<file path="config.mk">
export PLATFORM = sky130hd
export DESIGN_NAME = battery_percent_interpolator_core_flat
export DESIGN_NICKNAME = d
export VERILOG_FILES = /design/src/bpi_pkg.sv /design/src/bpi_in_if.sv /design/src/bpi_out_if.sv /design/src/bpi_seg_find.sv /design/src/battery_percent_interpolator_core.sv /design/src/flat_wrapper.sv
export SDC_FILE = /design/constraint.sdc
export NUM_CORES = 1
export LEC_CHECK = 0
export BUFFER_PORTS_ARGS = -buffer_cell sky130_fd_sc_hd__clkbuf_2
export CAP_MARGIN = 20
export CORE_MARGIN = 5
export CORE_UTILIZATION = 41
export DETAILED_ROUTE_END_ITERATION = 10
export PLACE_DENSITY = 0.57
export SLEW_MARGIN = 30
export SYNTH_ARGS = -nofsm -noshare
export SYNTH_HDL_FRONTEND = slang
export SYNTH_SLANG_ARGS = --single-unit
export TNS_END_PERCENT = 1
</file>
<file path="constraint.sdc">
create_clock -name i_clk -period 18.5 [get_ports i_clk]
set_clock_uncertainty 0.1 [all_clocks]
set_input_delay 4.625 -clock i_clk [delete_from_list [all_inputs] [get_ports i_clk]]
set_output_delay 4.625 -clock i_clk [all_outputs]
set_load 0.01 [all_outputs]
</file>
<file path="src/bpi_pkg.sv">
// Shared types and constant curve tables for the battery percent interpolator.
`default_nettype none

package bpi_pkg;

    // Curve geometry: both curves are held as ten points; the unloaded curve is
    // padded by repeating its last point, which never wins the segment search.
    localparam int NPTS   = 10;
    localparam int SEG_W  = 4;
    localparam int OFF_W  = 10;   // offset inside a segment, below 600
    localparam int DP_W   = 5;    // percent span of a segment, up to 25
    localparam int HDV_W  = 9;    // half the voltage span, up to 300
    localparam int RCP_W  = 17;   // ceil(2^24 / span)
    localparam int NUM_W  = 14;   // off * dp + span / 2, below 15300
    localparam int PRD_W  = NUM_W + RCP_W;
    localparam int RCP_SH = 24;
    localparam int PCT_W  = 7;
    localparam int VU_W   = 8;

    // Voltage units: (mv + 50) / 100 via reciprocal multiply, exact below 25500
    localparam logic [16:0] VOLT_HALF  = 17'd50;
    localparam logic [16:0] VOLT_SAT_X = 17'd25500;
    localparam logic [12:0] VOLT_RCP   = 13'd5243;
    localparam int          VOLT_SH    = 19;
    localparam logic [VU_W-1:0] VOLT_SAT = 8'hFE;

    // Curve select codes
    localparam logic MODE_LOADED   = 1'b0;
    localparam logic MODE_UNLOADED = 1'b1;

    // Point voltages in mV, highest first
    localparam logic [15:0] CURVE_MV [2][NPTS] = '{
        '{16'd6400, 16'd6000, 16'd5800, 16'd5600, 16'd5400,
          16'd5200, 16'd5000, 16'd4700, 16'd4400, 16'd4000},
        '{16'd7000, 16'd6400, 16'd6100, 16'd5900, 16'd5700,
          16'd5400, 16'd5000, 16'd4400, 16'd4400, 16'd4400}
    };

    // Point percents
    localparam logic [PCT_W-1:0] CURVE_PCT [2][NPTS] = '{
        '{7'd100, 7'd95, 7'd85, 7'd70, 7'd55, 7'd40, 7'd25, 7'd10, 7'd3, 7'd0},
        '{7'd100, 7'd90, 7'd70, 7'd45, 7'd25, 7'd10, 7'd3, 7'd0, 7'd0, 7'd0}
    };

    // Reciprocal of the span of the segment that ends at point k
    localparam logic [RCP_W-1:0] CURVE_RCP [2][NPTS] = '{
        '{17'd0, 17'd41944, 17'd83887, 17'd83887, 17'd83887,
          17'd83887, 17'd83887, 17'd55925, 17'd55925, 17'd41944},
        '{17'd0, 17'd27963, 17'd55925, 17'd83887, 17'd83887,
          17'd55925, 17'd41944, 17'd27963, 17'd0, 17'd0}
    };

    // Segment description handed from the search to the arithmetic stages
    typedef struct packed {
        logic             clamp;
        logic [PCT_W-1:0] clamp_pct;
        logic [OFF_W-1:0] off;
        logic [DP_W-1:0]  dp;
        logic [HDV_W-1:0] half_dv;
        logic [RCP_W-1:0] rcp;
        logic [PCT_W-1:0] bot_p;
    } t_seg;

endpackage

`default_nettype wire

</file>
<file path="src/bpi_in_if.sv">
// Input channel: pack voltage and curve select with valid/ready.
`default_nettype none

interface bpi_in_if;
    logic        valid;
    logic        ready;
    logic [15:0] pack_mv;
    logic        mode;

    modport source (output valid, output pack_mv, output mode, input ready);
    modport sink   (input valid, input pack_mv, input mode, output ready);
endinterface

`default_nettype wire

</file>
<file path="src/bpi_out_if.sv">
// Output channel: percent and voltage units with valid/ready.
`default_nettype none

interface bpi_out_if;
    logic       valid;
    logic       ready;
    logic [6:0] percent;
    logic [7:0] voltage_units;

    modport source (output valid, output percent, output voltage_units, input ready);
    modport sink   (input valid, input percent, input voltage_units, output ready);
endinterface

`default_nettype wire

</file>
<file path="src/bpi_seg_find.sv">
// Segment search: clamps at the curve ends or picks the enclosing segment.
`default_nettype none

module bpi_seg_find (
    input  wire logic [15:0] i_mv,
    input  wire logic        i_mode,
    output bpi_pkg::t_seg    o_seg
);

    logic [bpi_pkg::SEG_W-1:0] seg;
    logic [15:0]               top_mv;
    logic [15:0]               bot_mv;
    logic [15:0]               dv;
    logic [15:0]               off;
    logic [bpi_pkg::PCT_W-1:0] top_p;
    logic [bpi_pkg::PCT_W-1:0] bot_p;
    logic [bpi_pkg::PCT_W-1:0] dp;

    // First point at or below the voltage among points 1 to NPTS-1, all searched at once
    always_comb begin
        seg = bpi_pkg::SEG_W'(bpi_pkg::NPTS - 1);
        for (int k = bpi_pkg::NPTS - 1; k >= 1; k--) begin
            if (i_mv >= bpi_pkg::CURVE_MV[i_mode][k]) begin
                seg = bpi_pkg::SEG_W'(k);
            end
        end
    end

    // Segment endpoints and spans
    always_comb begin
        top_mv = bpi_pkg::CURVE_MV[i_mode][seg - 1'b1];
        bot_mv = bpi_pkg::CURVE_MV[i_mode][seg];
        top_p  = bpi_pkg::CURVE_PCT[i_mode][seg - 1'b1];
        bot_p  = bpi_pkg::CURVE_PCT[i_mode][seg];
        dv     = top_mv - bot_mv;
        off    = i_mv - bot_mv;
        dp     = top_p - bot_p;
    end

    // Clamp at or above the first point and at or below the last point
    always_comb begin
        o_seg.clamp     = 1'b0;
        o_seg.clamp_pct = bpi_pkg::CURVE_PCT[i_mode][0];
        if (i_mv >= bpi_pkg::CURVE_MV[i_mode][0]) begin
            o_seg.clamp = 1'b1;
        end else if (i_mv <= bpi_pkg::CURVE_MV[i_mode][bpi_pkg::NPTS-1]) begin
            o_seg.clamp     = 1'b1;
            o_seg.clamp_pct = bpi_pkg::CURVE_PCT[i_mode][bpi_pkg::NPTS-1];
        end
        o_seg.off     = off[bpi_pkg::OFF_W-1:0];
        o_seg.dp      = dp[bpi_pkg::DP_W-1:0];
        o_seg.half_dv = dv[bpi_pkg::HDV_W:1];
        o_seg.rcp     = bpi_pkg::CURVE_RCP[i_mode][seg];
        o_seg.bot_p   = bot_p;
    end

endmodule

`default_nettype wire

</file>
<file path="src/battery_percent_interpolator_core.sv">
// Top level: four-stage pipeline from pack voltage to percent and voltage units.
//
//   channel  dir  payload                      transfer when
//   i_in     in   pack_mv[15:0], mode          valid && ready
//   o_res    out  percent[6:0], voltage_units  valid && ready
//
// One item per cycle enters while the output register is not stalled; each
// result passes through the stages search, numerator, reciprocal multiply and
// add/select. The 14x17 reciprocal multiply replaces the segment divide.
// A stalled output register holds the whole pipeline; ready is low only then.
// Reset (synchronous, active low) clears the stage valid bits.
`default_nettype none

module battery_percent_interpolator_core (
    input  wire logic  i_clk,
    input  wire logic  i_rst_n,
    bpi_in_if.sink     i_in,
    bpi_out_if.source  o_res
);

    logic advance;

    // Stage 1: segment and voltage product
    bpi_pkg::t_seg                 seg;
    bpi_pkg::t_seg                 r_seg1;
    logic                          r_v1;
    logic                          r_sat1;
    logic [27:0]                   r_vprd1;
    logic [16:0]                   vx;

    // Stage 2: numerator
    logic                          r_v2;
    logic [bpi_pkg::NUM_W-1:0]     r_num2;
    logic [bpi_pkg::RCP_W-1:0]     r_rcp2;
    logic [bpi_pkg::PCT_W-1:0]     r_bot2;
    logic                          r_clamp2;
    logic [bpi_pkg::PCT_W-1:0]     r_cpct2;
    logic [bpi_pkg::VU_W-1:0]      r_vu2;
    logic [bpi_pkg::NUM_W-1:0]     n_num2;

    // Stage 3: reciprocal product
    logic                          r_v3;
    logic [bpi_pkg::PRD_W-1:0]     r_prd3;
    logic [bpi_pkg::PCT_W-1:0]     r_bot3;
    logic                          r_clamp3;
    logic [bpi_pkg::PCT_W-1:0]     r_cpct3;
    logic [bpi_pkg::VU_W-1:0]      r_vu3;

    // Stage 4: output register
    logic                          r_v4;
    logic [bpi_pkg::PCT_W-1:0]     r_pct4;
    logic [bpi_pkg::VU_W-1:0]      r_vu4;
    logic [bpi_pkg::PCT_W-1:0]     n_pct4;

    // Whole pipeline moves unless the output holds an untaken result
    assign advance    = !r_v4 || o_res.ready;
    assign i_in.ready = advance;

    bpi_seg_find u_seg_find (
        .i_mv   (i_in.pack_mv),
        .i_mode (i_in.mode),
        .o_seg  (seg)
    );

    assign vx = {1'b0, i_in.pack_mv} + bpi_pkg::VOLT_HALF;

    // Valid bits
    always_ff @(posedge i_clk) begin
        if (!i_rst_n) begin
            r_v1 <= 1'b0;
            r_v2 <= 1'b0;
            r_v3 <= 1'b0;
            r_v4 <= 1'b0;
        end else if (advance) begin
            r_v1 <= i_in.valid;
            r_v2 <= r_v1;
            r_v3 <= r_v2;
            r_v4 <= r_v3;
        end
    end

    // Numerator and final select
    assign n_num2 = bpi_pkg::NUM_W'(r_seg1.off) * bpi_pkg::NUM_W'(r_seg1.dp)
                  + bpi_pkg::NUM_W'(r_seg1.half_dv);
    assign n_pct4 = r_clamp3 ? r_cpct3
                             : r_bot3 + r_prd3[bpi_pkg::RCP_SH +: bpi_pkg::PCT_W];

    // Payload stages
    always_ff @(posedge i_clk) begin
        if (advance) begin
            r_seg1   <= seg;
            r_sat1   <= vx >= bpi_pkg::VOLT_SAT_X;
            r_vprd1  <= 28'(vx[14:0]) * 28'(bpi_pkg::VOLT_RCP);

            r_num2   <= n_num2;
            r_rcp2   <= r_seg1.rcp;
            r_bot2   <= r_seg1.bot_p;
            r_clamp2 <= r_seg1.clamp;
            r_cpct2  <= r_seg1.clamp_pct;
            r_vu2    <= r_sat1 ? bpi_pkg::VOLT_SAT
                               : r_vprd1[bpi_pkg::VOLT_SH +: bpi_pkg::VU_W];

            r_prd3   <= bpi_pkg::PRD_W'(r_num2) * bpi_pkg::PRD_W'(r_rcp2);
            r_bot3   <= r_bot2;
            r_clamp3 <= r_clamp2;
            r_cpct3  <= r_cpct2;
            r_vu3    <= r_vu2;

            r_pct4   <= n_pct4;
            r_vu4    <= r_vu3;
        end
    end

    assign o_res.valid         = r_v4;
    assign o_res.percent       = r_pct4;
    assign o_res.voltage_units = r_vu4;

endmodule

`default_nettype wire
</file>
<file path="src/flat_wrapper.sv">
// flat-port wrapper written by rule: the top's interface ports become plain ports
module battery_percent_interpolator_core_flat 
  (i_clk, i_rst_n, i_in_valid, i_in_pack_mv, i_in_mode, i_in_ready, o_res_valid, o_res_percent, o_res_voltage_units, o_res_ready);
  bpi_in_if i_in_i ();
  bpi_out_if o_res_i ();
  input  wire logic i_clk;
  input  wire logic i_rst_n;
  input wire logic [$bits(i_in_i.valid)-1:0] i_in_valid;
  input wire logic [$bits(i_in_i.pack_mv)-1:0] i_in_pack_mv;
  input wire logic [$bits(i_in_i.mode)-1:0] i_in_mode;
  output wire logic [$bits(i_in_i.ready)-1:0] i_in_ready;
  output wire logic [$bits(o_res_i.valid)-1:0] o_res_valid;
  output wire logic [$bits(o_res_i.percent)-1:0] o_res_percent;
  output wire logic [$bits(o_res_i.voltage_units)-1:0] o_res_voltage_units;
  input wire logic [$bits(o_res_i.ready)-1:0] o_res_ready;
  assign i_in_i.valid = i_in_valid;
  assign i_in_i.pack_mv = i_in_pack_mv;
  assign i_in_i.mode = i_in_mode;
  assign i_in_ready = i_in_i.ready;
  assign o_res_valid = o_res_i.valid;
  assign o_res_percent = o_res_i.percent;
  assign o_res_voltage_units = o_res_i.voltage_units;
  assign o_res_i.ready = o_res_ready;
  battery_percent_interpolator_core u_core (.i_clk(i_clk), .i_rst_n(i_rst_n), .i_in(i_in_i), .o_res(o_res_i));
endmodule
</file>
==> results.cfg <==
[status]
status = finished clean

[placement]
place_hpwl_mm = 37.7
gp_congestion = 0.940
port_buffers = 37

[die]
pin_count = 38
rows = 80
die_area_sq_um = 52100
fp.dieW_um = 228
core-area_sq_um = 47400
dieHeight_um = 228
start_util = 0.411

[sta]
timing.slew.headroom = 0.365
fin_crit_sh = 0.631
tns_ns = 0
rsz0062_at_grt = false
slew_viol_final = 0
setup_viol = 0
fmax_ghz = 0.0856
holdWs_ns = 0.313
hold_violations = 0
tightest_slew_ns = 0.953
fin_crit_ns = 11.68

[logic_synthesis]
ys_ff_latch = 139
synthTopCellsByCount = inv_1, ha_1, fa_1
synth_area_per_cell_sq_um = 10.0
yosys.area.top_type = fa_1
yosysMostFrequentCell = inv_1
async_flop_share = 0
synth_area_leaders = fa_1, edfxtp_1, ha_1, inv_1, nand2_1
synth_cells = 1945
synth_top_area_frac = 0.282
synth_edf_count = 135
synthFlopType = edfxtp_1
yosys_warnings = 0
ys_types = 75
yosysSeqAreaShare = 0.212
syn-num-nets = 2524
synth.cell_area_sq_um = 19500

[grt]
grt_max_degree = 87
antenna_found_initial = 0
grt-ovfl-total = 0
grt_pass1_wl_mm = 75.6
grt_pass1_vias = 14083
grt_usage = 0.179

[routing]
drt_wl_total_mm = 45.7
drtAntennaViolNets = 0
drtIter0Drc = 847
vias_per_cell = 5.15
num_vias = 13274
wl_per_cell_um = 17.7
dr.pass1.iters = 5
drc_errors = 0

[finish]
layout.nets = 2527
syn2layout_area_growth_pct = 6.83
drive_above_1_share = 0.0484
antennaDiodeCount = 0

[worst_hold_path]
hold_class = flop to flop

[setup_path]
crit_family = simple AND/OR/NAND/NOR gates
start_kind = input pin
required_ns = 18.57
worst_setup_path_end_kind = flop
critPathBufInv = 2
critPathMaxStageDelay_ns = 0.67
path_class = input pin to flop
cp_slowest_cell = nand2b_1
worstPathMaxFanout = 26
critPathArrivalTime_ns = 11.74

[clock_network]
cts_tree = built
cts_hold_buf = 0
clkTransAtPathRegs_ns = 0.07
clock_tree.root_cell = clkbuf_16
cts_buffers = 17
cts_setup_buffers = 0
clockBufferDepth = 2
htree_levels = 4
cts_resized = 0
clk_latency_ns = 0.42
cts.sinks = 139

[job]
maxCapViolCount = 0
stage by stage:
stage	worst slack (ns)	instances	cell area (sq um)	utilization
after CTS	6.92	2576	20900	0.440
after global placement	6.63	2544	20300	0.428
after global routing	6.28	2576	20900	0.440
final	6.82	2576	20900	0.440
after detailed placement	6.50	2544	20300	0.428
after floorplan	6.28	1945	19500	-
cell usage in the layout, fill, tap and decap left out, types with 6 or more instances in the layout:
master / n
and2_1: 106
o21ai_1: 7
nand3_1: 20
a21oi_1: 58
o21a_1: 17
a211oi_1: 11
nand2_1: 183
o211ai_1: 8
nor2b_1: 14
mux2i_1: 6
nor3_1: 21
clkbuf_16: 17
xor2_1: 25
nand2b_1: 10
o21ai_0: 33
xnor2_1: 41
clkinv_4: 6
fa_1: 275
nand4_1: 9
o21bai_1: 11
or2_2: 11
a31oi_1: 6
clkbuf_2: 37
ha_1: 283
a21o_1: 16
nor2_1: 65
and3_1: 7
edfxtp_1: 135
inv_1: 409
flip-flops by register name, indices dropped and copies added, names as in the netlist, 8 cells and up:
| signal | cells |
|---|---|
| u_core.r_num2 | 14 |
| u_core.r_rcp2 | 12 |
| u_core.r_seg1 | 44 |
| u_core.o_res.voltage_units | 8 |
| u_core.r_vu2 | 8 |
| u_core.r_vprd1 | 8 |
| u_core.r_vu3 | 8 |
worst paths after layout:
kind,startpoint,end,slack [ns],depth (start not counted)
min reg2reg,u_core.r_vu3[4],u_core.o_res.voltage_units[4],0.31,0
min,u_core.r_vu3[4],u_core.o_res.voltage_units[4],0.31,0
max reg2reg,u_core.r_rcp2[15],u_core.r_prd3[29],11.00,22
max,i_in_mode,u_core.r_seg1[32],6.82,25
cell families after synthesis:
kind of cell               count (synthesis)  share of synthesized area
AOI/OAI and AO/OA                        226                     0.0784
adders and majority gates                558                      0.463
xor gates and xnor gates                  66                     0.0296
muxes                                      8                    0.00481
DFF                                      139                      0.212
buffers and inverters                    468                     0.0904
and+or+nand+nor                          479                      0.121
other                                      1                   0.000192
area by class of cell:
class / instances / area [sq um]
multi-input combinational: 1338 / 13600
fill: 4519 / 26600
clock inverter: 14 / 136
sequential: 139 / 4130
clock buffer: 18 / 429
tap: 615 / 769
timing repair buffer: 40 / 211
inverter: 412 / 1550
per-layer routing:
| layer | up-vias | part of all wire | track usage |
|---|---|---|---|
| met5 | - | 0 | 0 |
| met3 | 39 | 0.039 | 0.0196 |
| li1 | 6268 | - | - |
| met4 | 0 | 0.014 | 0.0357 |
| met1 | 6646 | 0.45 | 0.246 |
| met2 | 321 | 0.49 | 0.308 |
worst reg2reg max path, stage by stage (launching register included):
cell and delay (ns):
edfxtp_1 0.76, nand2_1 0.24, fa_1 0.54, fa_1 0.55, inv_1 0.05, fa_1 0.50
inv_1 0.05, fa_1 0.48, inv_1 0.06, fa_1 0.53, inv_1 0.05, fa_1 0.53
inv_1 0.04, ha_1 0.29, a21oi_1 0.13, nor2b_1 0.06, o21ai_0 0.14, nand2b_1 0.16
a211oi_1 0.67, a31oi_1 0.30, o41ai_1 0.72, o21bai_1 0.14, xor2_1 0.17
Power is not shown: default switching activity piles up to over one toggle a cycle in this logic, so the estimate is an artifact.
